==> src/hw/rtl/lzw_pkg.sv <==
// shared constants, types and helpers for the lzw gif encoder
package lzw_pkg;

    localparam int MAX_CODE_BITS = 12;
    localparam int DICT_ENTRIES  = 4096;
    localparam int BYTE_SZ       = 8;
    localparam int CODE_W        = MAX_CODE_BITS;
    localparam int ADDR_W        = $clog2(DICT_ENTRIES);
    localparam int NF_W          = ADDR_W + 1;
    localparam int KEY_W         = CODE_W + BYTE_SZ;
    localparam int ENT_W         = KEY_W + ADDR_W;
    localparam int CW_W          = 4;
    localparam int MCS_W         = 4;
    localparam int CODE_LIMIT    = (DICT_ENTRIES < (1 << MAX_CODE_BITS)) ?
                                   DICT_ENTRIES : (1 << MAX_CODE_BITS);
    localparam int BUF_W         = CODE_W + BYTE_SZ;
    localparam int CNT_W         = $clog2(BUF_W + 1);
    localparam logic [MCS_W-1:0] MCS_RESET = MCS_W'(8);

    typedef struct packed {
        logic [BYTE_SZ-1:0] sym;
        logic               last;
    } sym_item_t;

    typedef struct packed {
        logic              valid;
        logic [CODE_W-1:0] code;
        logic [CW_W-1:0]   width;
        logic              flush;
    } code_req_t;

    typedef enum logic [3:0] {
        C_CLEAR,
        C_IDLE,
        C_HEAD_RD,
        C_HEAD_CHK,
        C_ENT_CHK,
        C_MISS,
        C_EMIT_CLR,
        C_EMIT_PFX,
        C_EMIT_FIN,
        C_EMIT_END
    } core_state_t;

    function automatic logic [ADDR_W-1:0] key_hash(input logic [KEY_W-1:0] key);
        logic [ADDR_W-1:0] p;
        logic [ADDR_W-1:0] s;
        p = key[KEY_W-1 -: ADDR_W];
        s = ADDR_W'(key[BYTE_SZ-1:0]) << 4;
        return p ^ s;
    endfunction

endpackage

==> src/hw/rtl/lzw_fe.sv <==
// front end: accepts input items, masks the symbol, two-entry queue to the core
module lzw_fe (
    input  logic                           clk,
    input  logic                           rst_n,
    input  logic                           enable,
    input  logic [lzw_pkg::MCS_W-1:0]      min_eff,
    input  logic                           s_axis_tvalid,
    output logic                           s_axis_tready,
    input  logic [lzw_pkg::BYTE_SZ-1:0]    s_axis_tdata,
    input  logic                           s_axis_tlast,
    output logic                           q_valid,
    output lzw_pkg::sym_item_t             q_item,
    input  logic                           q_pop
);

    lzw_pkg::sym_item_t slot_reg [2];
    logic       wp_reg, wp_next;
    logic       rp_reg, rp_next;
    logic [1:0] cnt_reg, cnt_next;
    logic       push;
    logic [lzw_pkg::BYTE_SZ-1:0] mask;
    lzw_pkg::sym_item_t in_item;

    assign mask          = ~({lzw_pkg::BYTE_SZ{1'b1}} << min_eff);
    assign in_item.sym   = s_axis_tdata & mask;
    assign in_item.last  = s_axis_tlast;
    assign s_axis_tready = enable && (cnt_reg != 2'd2);
    assign push          = s_axis_tvalid && s_axis_tready;
    assign q_valid       = (cnt_reg != 2'd0);
    assign q_item        = slot_reg[rp_reg];

    always_comb
    begin
        wp_next  = push ? ~wp_reg : wp_reg;
        rp_next  = q_pop ? ~rp_reg : rp_reg;
        cnt_next = cnt_reg + 2'(push) - 2'(q_pop);
    end

    always_ff @(posedge clk)
    begin
        if (push)
        begin
            slot_reg[wp_reg] <= in_item;
        end
    end

    always_ff @(posedge clk or negedge rst_n)
    begin
        if (!rst_n)
        begin
            wp_reg  <= 1'b0;
            rp_reg  <= 1'b0;
            cnt_reg <= 2'd0;
        end
        else
        begin
            wp_reg  <= wp_next;
            rp_reg  <= rp_next;
            cnt_reg <= cnt_next;
        end
    end

endmodule

==> config.mk <==
export PLATFORM = sky130hd
export DESIGN_NAME = lzw_fe
export DESIGN_NICKNAME = d
export VERILOG_FILES = /design/src/hw/rtl/lzw_pkg.sv /design/src/hw/rtl/lzw_fe.sv
export SDC_FILE = /design/constraint.sdc
export NUM_CORES = 1
export LEC_CHECK = 0
export ABC_AREA = 1
export BUFFER_PORTS_ARGS = -buffer_cell sky130_fd_sc_hd__buf_4
export CAP_MARGIN = 20
export CELL_PAD_IN_SITES_DETAIL_PLACEMENT = 0
export CELL_PAD_IN_SITES_GLOBAL_PLACEMENT = 1
export CORE_MARGIN = 2
export CORE_UTILIZATION = 34
export CTS_CLUSTER_DIAMETER = 80
export CTS_CLUSTER_SIZE = 8
export DETAILED_ROUTE_END_ITERATION = 7
export PLACE_DENSITY_LB_ADDON = 0.1
export SLEW_MARGIN = 10
export SYNTH_ARGS = -nofsm -noshare
export SYNTH_HDL_FRONTEND = slang
export SYNTH_SLANG_ARGS = --single-unit
==> constraint.sdc <==
create_clock -name clk -period 1.2 [get_ports clk]
set_input_delay 0.06 -clock clk [delete_from_list [all_inputs] [get_ports clk]]
set_output_delay 0.06 -clock clk [all_outputs]
set_load 0.02 [all_outputs]
==> impl_metrics.json <==
{
  "clock_skew_ns": 0.0102,
  "cp-end-kind": "flip-flop",
  "syn_to_final_growth_pct": 62.1,
  "syn_area_um2": 1000,
  "crit_type": "flip-flop to flip-flop",
  "drc": 0,
  "whs_ns": 0.0465,
  "clock-root-buffer": "clkbuf_4",
  "gp_congestion": 0.664,
  "cts_tree": "built",
  "start_util": 0.359,
  "avgSynthCellArea_um2": 10.6,
  "track_usage": 0.123,
  "slew_headroom": 0.825,
  "powerDensity_nw_per_um2": 2020,
  "dp.cells": 160,
  "hold_path_class": "input pin to flip-flop",
  "portBuffers": 28,
  "clock_sinks": 22,
  "drt_wl_total_um": 1950,
  "worstMarginPinSlew_ns": 0.263,
  "synth_seq_cells": 22,
  "antenna_found_initial": 0,
  "largest_reg_flops": 18,
  "hold_viol": 0,
  "final_cells": 170,
  "ys_warn_count": 0,
  "drt_iter0_drc": 15,
  "dr.pass1.iters": 2,
  "ys_seq_area_frac": 0.641,
  "synth_nets": 114,
  "seqPwrFrac": 0.330,
  "nets": 160,
  "peakVddDrop_v": 0.00128,
  "crit_chain": "nand2_4 -> nand3_4 -> ha_4 -> inv_4 -> ha_4 -> nand3_2 -> nand2_1",
  "clk_pin_slew_ns": 0.10,
  "rsz0062_at_grt": "true",
  "status": "complete, but fails checks",
  "htreeDepth": 1,
  "p_int_mw": 2.06,
  "critPathRequiredTime_ns": 1.39,
  "die_area_um2": 3390,
  "clk_latency_ns": 0.30,
  "pwr-share-clk": 0.100,
  "dp_hpwl_um": 1360,
  "clockBufferDepth": 2,
  "core_area_um2": 2780,
  "drive_gt1_frac": 0.540,
  "grt_pass1_wl_um": 3110,
  "ant_nets": 0,
  "wire_per_inst_um": 11.5,
  "grt_max_degree": 14,
  "grt-ovfl-total": 0,
  "syn_inst": 94,
  "max-cap-violations": 0,
  "critPathSlowestCell": "dfrtp_1",
  "setup_ws_ns": -0.0550,
  "placementRows": 19,
  "slew_viol_final": 0,
  "io_pins": 29,
  "cts_buffers": 3,
  "crit_family": "adder cells",
  "grt_pass1_vias": 735,
  "synth.distinct_cells": 18,
  "crit_top_cell": "ha_4",
  "diodes": 0,
  "crit_buf_inv": 1,
  "critPathMaxStageDelay_ns": 0.43,
  "fin_tns_setup_ns": -0.696,
  "vias_per_cell": 4.51,
  "setup_viol": 30,
  "power.switching_mw": 1.21,
  "cp.arrival_ns": 1.45,
  "fin_crit_ns": 1.26,
  "die_w_um": 58.2,
  "die_y_um": 58.2,
  "start_kind": "flip-flop",
  "switching_share": 0.370,
  "path_max_fanout": 2,
  "power_leakage_nw": 0.728,
  "share_comb_of_total_power": 0.570,
  "fin_crit_sh": 1.05,
  "fmax_mhz": 797,
  "vias": 767,
  "violations": "negative setup slack"
}
stage by stage:
stage,setup WS [ns],area [um2],util,power (mW)
after floorplan,-0.0602,1010,-,1.75
after global placement,-0.0460,1320,0.474,2.27
after detailed placement,-0.106,1320,0.474,2.28
after CTS,-0.0496,1460,0.523,2.84
after global routing,-0.128,1620,0.583,3.48
final,-0.0550,1620,0.583,3.28
power groups by stage:
stage               combinational [mW]  sequential (mW)  clock (mW)
finish                            1.87             1.08       0.329
global route                      2.01             1.10       0.375
CTS                               1.44             1.05       0.349
detailed placement                1.22             1.06           0
global placement                  1.21             1.06           0
floorplan                        0.708             1.04           0
Yosys cell counts:
master | instances | area, um2
a21boi_0 | 1 | 7.51
a21boi_1 | 3 | 22.5
a21oi_1 | 1 | 5.00
buf_12 | 1 | 20.0
buf_6 | 1 | 11.3
dfrtp_1 | 4 | 100
edfxtp_1 | 18 | 541
ha_1 | 2 | 25.0
inv_1 | 20 | 75.1
nand2_1 | 20 | 75.1
nand3_1 | 2 | 10.0
nand4_1 | 1 | 6.26
nor2_1 | 6 | 22.5
nor2_2 | 1 | 6.26
nor3_1 | 1 | 5.00
o21ai_0 | 10 | 50.1
o21ai_2 | 1 | 8.76
xor2_1 | 1 | 8.76
area by class of cell:
type                       count  area [um2]
clock buffer                   4        26.3
sequential                    22         642
inverter                      20        77.6
timing repair buffer          43         422
multi-input combinational     50         414
tap                           31        38.8
fill                         252        1160
worst paths after layout:
kind | start | to | slack, ns | cells after the start
worst max-delay path | cnt_reg[1] | cnt_reg[1] | -0.06 | 7
worst min-delay path | s_axis_tdata[7] | slot_reg[1][8] | 0.05 | 3
worst max register to register | cnt_reg[1] | cnt_reg[1] | -0.06 | 7
worst min register to register | wp_reg | wp_reg | 0.48 | 2
max in group asynchronous | rst_n | rp_reg | 1.00 | 2
min in group asynchronous | rst_n | cnt_reg[0] | 0.09 | 2
timing repair:
action	4_1_cts	5_1_grt
hold buffers	3	0
endpoints found under the setup margin	21	31
cloned	0	1
resized for setup	23	39
endpoints found under the hold margin	7	0
setup buffers	2	0
pin swaps	6	16
cells in the final DEF (no fill, tap or decap):
| cell type | netlist | routed |
|---|---|---|
| xor2_1 | 1 | 1 |
| inv_4 | 0 | 1 |
| clkbuf_16 | 0 | 1 |
| inv_1 | 20 | 16 |
| a21oi_1 | 1 | 1 |
| dfrtp_1 | 4 | 3 |
| clkbuf_1 | 0 | 1 |
| nor2_1 | 6 | 5 |
| o21ai_4 | 0 | 4 |
| dlygate4sd3_1 | 0 | 3 |
| buf_6 | 1 | 13 |
| inv_2 | 0 | 3 |
| o21ai_2 | 1 | 5 |
| nor3_1 | 1 | 1 |
| edfxtp_1 | 18 | 18 |
| ha_4 | 0 | 2 |
| clkbuf_4 | 0 | 3 |
| buf_12 | 1 | 2 |
| nand3_4 | 0 | 1 |
| a21boi_1 | 3 | 3 |
| a21boi_2 | 0 | 1 |
| dfrtp_2 | 0 | 1 |
| o21ai_0 | 10 | 2 |
| nand2_2 | 0 | 7 |
| buf_4 | 0 | 24 |
| nand2_4 | 0 | 4 |
| nor2_2 | 1 | 1 |
| nor2_4 | 0 | 1 |
| nand3_2 | 0 | 1 |
| nand2_1 | 20 | 9 |
| nand4_1 | 1 | 1 |
worst reg2reg max path, stage by stage (launching register included):
cell     delay [ns]
dfrtp_1        0.43
nand2_4        0.09
nand3_4        0.08
ha_4           0.28
inv_4          0.04
ha_4           0.15
nand3_2        0.05
nand2_1        0.05
kinds of logic after synthesis:
group	after synthesis	synth area share
adders and majority gates	2	0.0250
AOI/OAI and AO/OA	16	0.0939
DFF	22	0.641
buffers and inverters	22	0.106
xor gates and xnor gates	1	0.00876
and+or+nand+nor	31	0.125
layer usage:
metal / share of wire / GRT usage / routed length, um
met1: 0.39 / 0.151 / 768
met2: 0.56 / 0.211 / 1090
met3: 0.036 / 0.0201 / 70
met4: 0.011 / 0.0598 / 21
met5: 0 / 0 / 0
Power figures use the tool's default switching activity.
