File: config.mk
export PLATFORM = sky130hd
export DESIGN_NAME = lzw_pack
export DESIGN_NICKNAME = d
export VERILOG_FILES = /design/src/hw/rtl/lzw_pkg.sv /design/src/hw/rtl/lzw_pack.sv
export SDC_FILE = /design/constraint.sdc
export NUM_CORES = 1
export LEC_CHECK = 0
export BUFFER_PORTS_ARGS = -buffer_cell sky130_fd_sc_hd__buf_4
export CAP_MARGIN = 30
export CORE_UTILIZATION = 55
export CTS_BUF_LIST = sky130_fd_sc_hd__clkbuf_4 sky130_fd_sc_hd__clkbuf_8 sky130_fd_sc_hd__clkbuf_16
export DETAILED_ROUTE_END_ITERATION = 12
export PLACE_DENSITY_LB_ADDON = 0.08
export SLEW_MARGIN = 20
export SYNTH_ARGS = -nofsm -noshare
export SYNTH_HDL_FRONTEND = slang
export SYNTH_SLANG_ARGS = --single-unit
File: constraint.sdc
create_clock -name clk -period 4.8 [get_ports clk]
set_clock_uncertainty 0.15 [all_clocks]
set_input_delay 0 -clock clk [delete_from_list [all_inputs] [get_ports clk]]
set_output_delay 0 -clock clk [all_outputs]
set_load 0.005 [all_outputs]
File: src/hw/rtl/lzw_pkg.sv
// shared constants, types and helpers for the lzw gif encoder
package lzw_pkg;

    localparam int MAX_CODE_BITS = 12;
    localparam int DICT_ENTRIES  = 4096;
    localparam int BYTE_SZ       = 8;
    localparam int CODE_W        = MAX_CODE_BITS;
    localparam int ADDR_W        = $clog2(DICT_ENTRIES);
    localparam int NF_W          = ADDR_W + 1;
    localparam int KEY_W         = CODE_W + BYTE_SZ;
    localparam int ENT_W         = KEY_W + ADDR_W;
    localparam int CW_W          = 4;
    localparam int MCS_W         = 4;
    localparam int CODE_LIMIT    = (DICT_ENTRIES < (1 << MAX_CODE_BITS)) ?
                                   DICT_ENTRIES : (1 << MAX_CODE_BITS);
    localparam int BUF_W         = CODE_W + BYTE_SZ;
    localparam int CNT_W         = $clog2(BUF_W + 1);
    localparam logic [MCS_W-1:0] MCS_RESET = MCS_W'(8);

    typedef struct packed {
        logic [BYTE_SZ-1:0] sym;
        logic               last;
    } sym_item_t;

    typedef struct packed {
        logic              valid;
        logic [CODE_W-1:0] code;
        logic [CW_W-1:0]   width;
        logic              flush;
    } code_req_t;

    typedef enum logic [3:0] {
        C_CLEAR,
        C_IDLE,
        C_HEAD_RD,
        C_HEAD_CHK,
        C_ENT_CHK,
        C_MISS,
        C_EMIT_CLR,
        C_EMIT_PFX,
        C_EMIT_FIN,
        C_EMIT_END
    } core_state_t;

    function automatic logic [ADDR_W-1:0] key_hash(input logic [KEY_W-1:0] key);
        logic [ADDR_W-1:0] p;
        logic [ADDR_W-1:0] s;
        p = key[KEY_W-1 -: ADDR_W];
        s = ADDR_W'(key[BYTE_SZ-1:0]) << 4;
        return p ^ s;
    endfunction

endpackage

File: src/hw/rtl/lzw_pack.sv
// bit packer: codes in, lsb-first bytes out through an output register
module lzw_pack (
    input  logic                          clk,
    input  logic                          rst_n,
    input  logic                          restart,
    input  lzw_pkg::code_req_t            req,
    output logic                          req_ready,
    output logic                          m_axis_tvalid,
    input  logic                          m_axis_tready,
    output logic [lzw_pkg::BYTE_SZ-1:0]   m_axis_tdata,
    output logic                          m_axis_tlast
);

    localparam int BW = lzw_pkg::BUF_W;
    localparam int NW = lzw_pkg::CNT_W;

    logic [BW-1:0]               buf_reg, buf_next;
    logic [NW-1:0]               cnt_reg, cnt_next;
    logic                        pend_reg, pend_next;
    logic                        ov_reg, ov_next;
    logic [lzw_pkg::BYTE_SZ-1:0] ob_reg, ob_next;
    logic                        ol_reg, ol_next;
    logic                        slot_free, emit, take, is_last;
    logic [lzw_pkg::CODE_W-1:0]  cmask;

    assign cmask     = ~({lzw_pkg::CODE_W{1'b1}} << req.width);
    assign slot_free = !ov_reg || m_axis_tready;
    assign req_ready = (cnt_reg < NW'(lzw_pkg::BYTE_SZ)) && !pend_reg;
    assign take      = req.valid && req_ready;
    assign emit      = slot_free &&
                       ((cnt_reg >= NW'(lzw_pkg::BYTE_SZ)) || (pend_reg && cnt_reg != '0));
    assign is_last   = pend_reg && (cnt_reg <= NW'(lzw_pkg::BYTE_SZ));

    always_comb
    begin
        buf_next  = buf_reg;
        cnt_next  = cnt_reg;
        pend_next = pend_reg;
        ov_next   = ov_reg && !m_axis_tready;
        ob_next   = ob_reg;
        ol_next   = ol_reg;
        if (take)
        begin
            buf_next  = buf_reg | (BW'(req.code & cmask) << cnt_reg[2:0]);
            cnt_next  = cnt_reg + NW'(req.width);
            pend_next = req.flush;
        end
        else if (emit)
        begin
            ov_next  = 1'b1;
            ob_next  = buf_reg[lzw_pkg::BYTE_SZ-1:0];
            ol_next  = is_last;
            buf_next = buf_reg >> lzw_pkg::BYTE_SZ;
            if (is_last)
            begin
                cnt_next  = '0;
                pend_next = 1'b0;
                buf_next  = '0;
            end
            else
            begin
                cnt_next = cnt_reg - NW'(lzw_pkg::BYTE_SZ);
            end
        end
        if (restart)
        begin
            buf_next  = '0;
            cnt_next  = '0;
            pend_next = 1'b0;
        end
    end

    always_ff @(posedge clk)
    begin
        ob_reg <= ob_next;
        ol_reg <= ol_next;
    end

    always_ff @(posedge clk or negedge rst_n)
    begin
        if (!rst_n)
        begin
            buf_reg  <= '0;
            cnt_reg  <= '0;
            pend_reg <= 1'b0;
            ov_reg   <= 1'b0;
        end
        else
        begin
            buf_reg  <= buf_next;
            cnt_reg  <= cnt_next;
            pend_reg <= pend_next;
            ov_reg   <= ov_next;
        end
    end

    assign m_axis_tvalid = ov_reg;
    assign m_axis_tdata  = ob_reg;
    assign m_axis_tlast  = ol_reg;

endmodule

==> results of run 1 <==
-- layout make-up --
class | count | area (sq um)
flip-flops and latches | 35 | 920.9
clock inverters | 2 | 7.507
repair buffers | 39 | 305.3
well taps | 50 | 62.56
clock buffers | 6 | 76.32
multi-input cells | 179 | 1250
fillers | 338 | 1348
inverters | 8 | 30.03
-- power by group --
part	internal (uW)	total [uW]	switching, uW
clock network	104	205	101
registers	406	523	117
logic	291	621	331
-- cell families after synthesis --
| group | count (synthesis) | synth area share |
|---|---|---|
| AOI/OAI and AO/OA | 96 | 0.3159 |
| xor gates and xnor gates | 2 | 0.007614 |
| adders and majority gates | 6 | 0.03589 |
| buffers and inverters | 27 | 0.05655 |
| DFF | 35 | 0.4002 |
| muxes | 7 | 0.03154 |
| and+or+nand+nor | 68 | 0.1523 |
-- what timing repair did --
item,in CTS,in global routing
gates resized for setup,0,0
endpoints found under the hold margin,31,0
endpoints found under the setup margin,0,0
hold buffers,5,0
-- stage by stage --
| step | hold WS, ps | total power [uW] | utilization |
|---|---|---|---|
| 6_report | 4.124 | 1350 | 0.6631 |
| 4_1_cts | 0.7803 | 1345 | 0.6612 |
| 3_5_place_dp | -215.0 | 1137 | 0.6278 |
| 2_1_floorplan | -445.6 | 966.2 | - |
| 3_3_place_gp | -223.2 | 1124 | 0.6278 |
| 5_1_grt | 19.15 | 1454 | 0.6631 |
-- final timing paths --
check | startpoint | to | slack, ps
worst max-delay path | cnt_reg[1] | cnt_reg[2] | 1900
worst min-delay path | rst_n | buf_reg[16] | 4
worst max register to register | cnt_reg[1] | cnt_reg[2] | 1900
worst min register to register | buf_reg[1] | m_axis_tdata[1] | 310
max in group asynchronous | rst_n | buf_reg[12] | 4240
min in group clk | req[1] | cnt_reg[0] | 0
-- cell usage after synthesis (4+ instances only) --
| master | number | share of area |
|---|---|---|
| sky130_fd_sc_hd__a21o_1 | 5 | 0.016 |
| sky130_fd_sc_hd__a21oi_1 | 18 | 0.039 |
| sky130_fd_sc_hd__a221oi_1 | 5 | 0.019 |
| sky130_fd_sc_hd__a22o_1 | 12 | 0.046 |
| sky130_fd_sc_hd__a22oi_1 | 4 | 0.013 |
| sky130_fd_sc_hd__a31oi_1 | 4 | 0.011 |
| sky130_fd_sc_hd__a32o_1 | 4 | 0.017 |
| sky130_fd_sc_hd__buf_2 | 5 | 0.011 |
| sky130_fd_sc_hd__clkbuf_1 | 11 | 0.018 |
| sky130_fd_sc_hd__dfrtp_1 | 26 | 0.28 |
| sky130_fd_sc_hd__edfxtp_1 | 9 | 0.12 |
| sky130_fd_sc_hd__ha_1 | 5 | 0.027 |
| sky130_fd_sc_hd__inv_1 | 8 | 0.013 |
| sky130_fd_sc_hd__mux2i_1 | 5 | 0.022 |
| sky130_fd_sc_hd__nand2_1 | 14 | 0.023 |
| sky130_fd_sc_hd__nand3_1 | 5 | 0.011 |
| sky130_fd_sc_hd__nor2_1 | 20 | 0.033 |
| sky130_fd_sc_hd__nor2b_1 | 5 | 0.014 |
| sky130_fd_sc_hd__nor3_1 | 7 | 0.015 |
| sky130_fd_sc_hd__o21ai_0 | 10 | 0.022 |
| sky130_fd_sc_hd__o22ai_1 | 4 | 0.011 |
-- placed cells by master (no fill, tap or decap), types with 2 or more instances in the layout --
cell type | Yosys | layout
sky130_fd_sc_hd__nor2_1 | 20 | 20
sky130_fd_sc_hd__nor3_1 | 7 | 7
sky130_fd_sc_hd__inv_1 | 8 | 8
sky130_fd_sc_hd__mux2i_1 | 5 | 5
sky130_fd_sc_hd__clkinv_1 | 0 | 2
sky130_fd_sc_hd__a22o_1 | 12 | 12
sky130_fd_sc_hd__o21ai_0 | 10 | 10
sky130_fd_sc_hd__a22oi_1 | 4 | 4
sky130_fd_sc_hd__a21oi_1 | 18 | 18
sky130_fd_sc_hd__o41ai_1 | 3 | 3
sky130_fd_sc_hd__o22ai_1 | 4 | 4
sky130_fd_sc_hd__o21a_1 | 2 | 2
sky130_fd_sc_hd__o211ai_1 | 2 | 2
sky130_fd_sc_hd__a221oi_1 | 5 | 5
sky130_fd_sc_hd__buf_4 | 0 | 34
sky130_fd_sc_hd__a211oi_1 | 2 | 2
sky130_fd_sc_hd__clkbuf_8 | 0 | 5
sky130_fd_sc_hd__o32ai_1 | 3 | 3
sky130_fd_sc_hd__edfxtp_1 | 9 | 9
sky130_fd_sc_hd__nand2b_1 | 3 | 3
sky130_fd_sc_hd__nor2b_1 | 5 | 5
sky130_fd_sc_hd__dlygate4sd3_1 | 0 | 5
sky130_fd_sc_hd__dfrtp_1 | 26 | 26
sky130_fd_sc_hd__or2_2 | 2 | 2
sky130_fd_sc_hd__nand2_1 | 14 | 14
sky130_fd_sc_hd__mux2_2 | 2 | 2
sky130_fd_sc_hd__a32o_1 | 4 | 4
sky130_fd_sc_hd__nand3_1 | 5 | 5
sky130_fd_sc_hd__a211oi_2 | 2 | 2
sky130_fd_sc_hd__a21o_1 | 5 | 5
sky130_fd_sc_hd__ha_1 | 5 | 5
sky130_fd_sc_hd__a31oi_1 | 4 | 4
-- routing by layer --
metal | global-route usage | routed length (um)
met3 | 0.04795 | 263
met2 | 0.4141 | 2472
met1 | 0.3922 | 2473
met5 | 0 | 0
met4 | 0.09043 | 66
-- worst register-to-register path, delay by kind of cell, from the launching register on --
family | cells | cell delay (ps)
flops | 1 | 710
simple gates | 2 | 840
compound gates | 3 | 1090
==> flow_results.org, run 1 <==
** Timing
- Final Hold Fails :: 0
- Of the available clock period, the critical path in the final layout requires 0.6036.
- Number of endpoints failing setup at the final stage :: 0
- The count of pins over their slew limit came to 0.
- For this run, the top clock speed supported by timing is 345.2 MHz.
- For the pin with the worst max-slew slack, the measured transition is 963.6 ps.
- Unrepaired setup endpoints after global routing :: no
- Sum Neg Setup Slack :: 0 ps
- Setup slack on the critical path of the routed design comes to 1903 ps.
- The worst pin sits at a relative slew slack of 0.3576.
- Time the final worst path needs with I/O delays and setup :: 2897 ps

** Logic synthesis
- Syn_area_per_cell :: 9.548 sq um
- In this run, distinct cell masters in the synthesized netlist total 62.
- For this run, asynchronously set or reset flops after synthesis account for 0.7429.
- When the netlist entered floorplanning its net count stood at 269.
- Count of synthesis-stage warnings from yosys :: 0
- Portion of the post-synthesis area used by sequential elements :: 0.4002
- In the synthesized netlist, the number of instances is 241.
- Dominant synthesized flop cell :: sky130_fd_sc_hd__dfrtp_1
- Counting flops with a built-in enable in the synthesized netlist gives 9.
- Number of register bits inferred by synthesis :: 35
- Post-synthesis instance area :: 2301 sq um

** Outcome
- The run finished with clean final reports.

** Placed design
- Weighted congestion reported at the end of routability-driven placement :: 0.8712
- HPWL reported at the end of detailed placement :: 3829 um
- At the placement stage, the worst setup path has a slack of 1952 ps.
- Count of input and output buffers :: 32
- Inst Count DP :: 305
- Post-place instance area :: 2511 sq um

** Worst setup path
- For the worst setup path, the data required time is 4830 ps.
- The critical path in this run is classified as flip-flop to flip-flop.
- Worst EP arrival :: 2930 ps
- In this run the worst path has a maximum fanout of 26.
- Slowest stage cell on the critical path :: sky130_fd_sc_hd__dfrtp_1
- Gate family responsible for the most delay along the worst path :: compound AO/OA/AOI/OAI gates
- Path depth of the worst reg2reg path :: 5
- Crit-path cells :: or4_4, o211ai_1, a221o_1, nand2_2, a22o_1
- Counting buffers and inverters, the worst setup path is 5 cells deep.
- Slowest Stage Delay on Critical Path :: 710 ps
- Critical Path Start Type :: flip-flop
- Critical path buffers and inverters :: 0
- Critical path endpoint category :: flip-flop

** Final layout
- The count of cells in the finished layout, fillers not included, comes to 319.
- Fraction of layout cells with a size suffix above 1 :: 0.1970
- At the end of the flow, the number of nets in the layout was 296.
- Relative area change from synthesis to final layout :: 15.28%
- The repair_antennas step left the layout with diodes totalling 0.
- Flip-flop count of the largest register, all copies and words added :: 19
- Post-route standard cell area excluding fillers :: 2653 sq um

** Floorplan
- After floorplanning, the core was sized to cover 4000 sq um.
- Vertical extent of the die :: 66.68 um
- DIE AREA :: 4446 sq um
- Row count :: 23
- Die Wd :: 66.68 um
- I/O pin count :: 33
- The initial utilization of the core area, before any placement, comes to 0.5752.

** Drt
- Routed wire length :: 5276 um
- The detailed router finished its first iteration with 195 violations.
- After detailed routing, the average wire length per cell comes to 16.54 um.
- Dividing the detail-routed via count by the number of cells gives 6.335.
- Antenna-violating nets left :: 0
- Via total after detailed routing :: 2021
- Drt pass-1 iters :: 4
- Number of remaining DRC errors :: 0

** Clock network
- CTS tree :: done
- Clock-pin slew on the worst setup and hold paths :: 70 ps
- Total clock sinks :: 35
- Once the clock tree was built, the setup fixing pass inserted 0 buffers.
- The clock tree synthesis step divided the H-tree into 2 levels.
- Clock root buffer :: sky130_fd_sc_hd__clkbuf_8
- Clock latency reported for the late side of the worst-skew pair :: 290 ps
- In this run, CTS created clock tree buffers numbering 5.
- Clock buffer depth :: 2

** Pwr
- Dividing total power by cell area gives a power density of 508.8 nW/um^2.
- The analysis attributes to cell leakage a power of 0.001106 uW.
- Maximum vdd ir drop :: 0.3365 mV

** Global route
- Antenna violations before repair :: 0
- The via count of the first global-routing pass was 1853.
- For this run, the total global-route usage over all layers was measured as 0.2738.
- Largest net degree at the start of global routing :: 28
- Wire length of the first global-routing pass :: 9073 um
- Overflow left after global routing :: 0

** Flow run
- Count of max-cap constraint violations :: 0

** Min path
- In this run the worst hold path is classified as input pin to asynchronous set/reset pin.
Note: power is estimated with default switching activity, not from simulation.
==> run 2, diff against run 1 <==
clock period = 2.8 ns   (was 4.8 ns; I/O delays follow)
==> run 2 against run 1 <==
Effect of this change: via count grew 2.2%; critical path depth grew 2; cell area grew 1.8%; sequential cell count is the same; clock-buffer cell count shrank 1; power grew 75%; non-clock buffer count grew 6.
==> flow_results.org, run 2 (synthesized netlist as in run 1, its figures left out) <==
** Outcome
- Result of the run :: finished clean

** Floorplan
- The die outline area is 4446 sq um (unchanged).
- The vertical die dimension came to 66.68 um (unchanged).
- The initial core utilization came to 0.5752 (unchanged).
- Die Wd :: 66.68 um (unchanged)
- Row count :: 23 (unchanged)
- Std-Cell Core Area :: 4000 sq um (unchanged)
- The boundary pin count was 33 (unchanged).

** Drt
- The per-cell via count in the routed design was 6.357 (+0.34%).
- The post-detailed-routing wire length came to 5371 um (+1.8%).
- The post-detailed-route wirelength per cell was 16.53 um (about the same).
- The DRC violation count after routing came to 0 (unchanged).
- The via total after detailed routing is 2066 (+2.2%).
- The DRC marker count from the first detailed-route iteration came to 130 (-33%).
- The post-detailed-route count of antenna-violating nets is 0 (unchanged).
- The number of search-and-repair iterations in the first detailed-routing pass came to 5 (+1).

** Clock network
- Buffer count from post-CTS setup fixing :: 0 (unchanged)
- Number of cells upsized or downsized after cts :: 0 (unchanged)
- Clock latency reported for the late side of the worst-skew pair :: 290 ps (about the same)
- The H-tree level count came to 2 (unchanged).
- Clock buffer depth :: 2 (unchanged)
- CTS tree :: done
- Total clock sinks :: 35 (unchanged)
- Clock root buffer :: sky130_fd_sc_hd__clkbuf_8
- The CTS clock-pin slew for the worst setup and hold paths came to 70 ps (about the same).
- The CTS buffer count was 5 (unchanged).

** Final layout
- Filler cell count :: 317 (-6.2%)
- Fraction of layout cells with a size suffix above 1 :: 0.2182 (+0.02116)
- The number of inserted diodes came to 0 (unchanged).
- The flip-flop count of the largest register, all copies and words added came to 19 (unchanged).
- The layout net count came to 302 (+2.0%).
- Highest-count cells in the layout ignoring fill and taps :: sky130_fd_sc_hd__buf_4, sky130_fd_sc_hd__dfrtp_1, sky130_fd_sc_hd__nor2_1
- The library cell used most frequently in the layout, excluding fill and tap cells, is sky130_fd_sc_hd__buf_4.
- From synthesis to final layout, the design area changed by 17.35%.

** Worst setup path
- Category of the most critical setup path :: flip-flop to flip-flop
- Reg2Reg Capture Point :: buf_reg[5]
- The cell count of the worst reg-to-reg path was 7 (+2).
- The startpoint identified for the worst register-to-register timing path is cnt_reg[3].
- Critical path endpoint category :: flip-flop
- Critical Path Start Type :: flip-flop
- In this run the worst setup path begins at cnt_reg[3].
- Crit path capture :: buf_reg[5]
- Required time reported for the critical path endpoint :: 2870 ps (-1960 ps)
- Setup slack of the worst register-to-register path :: 280 ps (-1630 ps)
- Maximum net fanout on the critical path :: 9 (-65%)
- Worst EP arrival :: 2600 ps (-330 ps)

** Timing
- The actual transition at the worst max-transition pin came to 664.3 ps (-299.3 ps).
- Number of endpoints failing setup at the final stage :: 0 (unchanged)
- The total negative setup slack was 0 ps (unchanged).
- Share of the clock period used by the worst path after layout :: 0.9016 (+0.2980)
- Final Hold Fails :: 0 (unchanged)
- The tightest slew margin relative to the limit was 0.5570 (+0.1994).
- Unrepaired setup endpoints after global routing :: no
- Time the final worst path needs with I/O delays and setup :: 2525 ps (-372.7 ps)
- The final critical-path setup slack came to 275.5 ps (-1627 ps).
- The count of pins over their slew limit is 0 (unchanged).
- Worst hold slack after final layout :: 9.416 ps (+5.292 ps)
- Highest achievable clock rate :: 396.1 MHz (+15%)

** Placed design
- Post-Place Setup Slack :: 336.7 ps (-1615 ps)
- Weighted congestion reported at the end of routability-driven placement :: 0.9259 (+6.3%)
- The placed wire-length estimate was 3884 um (+1.5%).
- Count of input and output buffers :: 32 (unchanged)

** Global route
- Largest net degree at the start of global routing :: 27 (-3.6%)
- The initial antenna violation count came to 0 (unchanged).
- The via count of the first global-routing pass was 1840 (-0.70%).
- Wire length of the first global-routing pass :: 8832 um (-2.7%)
- GRT Overall Usage :: 0.2700 (-0.003768)
- Overflow left after global routing :: 0 (unchanged)

** Pwr
- Maximum vdd ir drop :: 0.4586 mV (+36%)
- The static leakage power is 0.001140 uW (+3.1%).
- Power density over cell area :: 872.3 nW/um^2 (+71%)

** Flow run
- Count of max-cap constraint violations :: 0 (unchanged)

** Min path
- Worst min-delay path category :: input pin to asynchronous set/reset pin
## run 2: changes by cell type in the layout (fill, tap and decap cells not counted)
cell                            change
sky130_fd_sc_hd__clkinv_1           -2
sky130_fd_sc_hd__clkinv_2           +3
sky130_fd_sc_hd__dlygate4sd3_1      +1
sky130_fd_sc_hd__clkbuf_4           -1
sky130_fd_sc_hd__buf_4              +5
## run 2: how the worst min path moves through the flow
stage          start  depth (start not counted)          end  slack [ps]
6_report       rst_n                          2   buf_reg[5]           9
5_1_grt        rst_n                          2   buf_reg[5]          30
4_1_cts        rst_n                          2  buf_reg[13]           2
3_5_place_dp   rst_n                          1   buf_reg[5]        -220
3_3_place_gp   rst_n                          1  buf_reg[13]        -220
2_1_floorplan  rst_n                          0   buf_reg[0]        -450
## run 2: stage by stage
step | cells | total power [uW] | utilization | cell area (sq um)
finish | 325 | 2355 | 0.6750 | 2700
global route | 325 | 2541 | 0.6750 | 2700
CTS | 325 | 2362 | 0.6750 | 2700
detailed placement | 311 | 1995 | 0.6390 | 2556
global placement | 311 | 1983 | 0.6390 | 2556
floorplan | 241 | 1656 | - | 2301
## run 2: where the power goes
group	internal (uW)	switching [uW]
sequential	696	97.9
clock	170	180
combinational	533	678
total	1400	956
## run 2: critical path, stage by stage, from the launching register on
cell                        delay [ps]
sky130_fd_sc_hd__dfrtp_1           460
sky130_fd_sc_hd__inv_1             120
sky130_fd_sc_hd__ha_1              320
sky130_fd_sc_hd__nand4bb_1         410
sky130_fd_sc_hd__nor3_1            480
sky130_fd_sc_hd__a22oi_1           190
sky130_fd_sc_hd__a21boi_2          190
sky130_fd_sc_hd__a2bb2oi_2         130
## run 2: routing by layer
layer  track usage  part of all wire  vias up
li1              -                 -     1002
met1        0.3739              0.45      968
met2        0.4116              0.47       92
met3       0.06849             0.065        4
met4       0.07979            0.0078        0
met5             0                 0        -
## run 2: cell type report
cell class / count / area (sq um) / share of cell area
clock buffers: 5 / 68.82 / 0.02549
flip-flops and latches: 35 / 920.9 / 0.3411
multi-input cells: 179 / 1250 / 0.4629
clock inverters: 3 / 15.01 / 0.005561
well taps: 50 / 62.56 / 0.02317
repair buffers: 45 / 352.8 / 0.1307
inverters: 8 / 30.03 / 0.01112
## run 2: what timing repair did
action	in CTS	in global routing
hold endpoints to repair	32	0
hold buffers	6	0
setup endpoints to repair	0	0
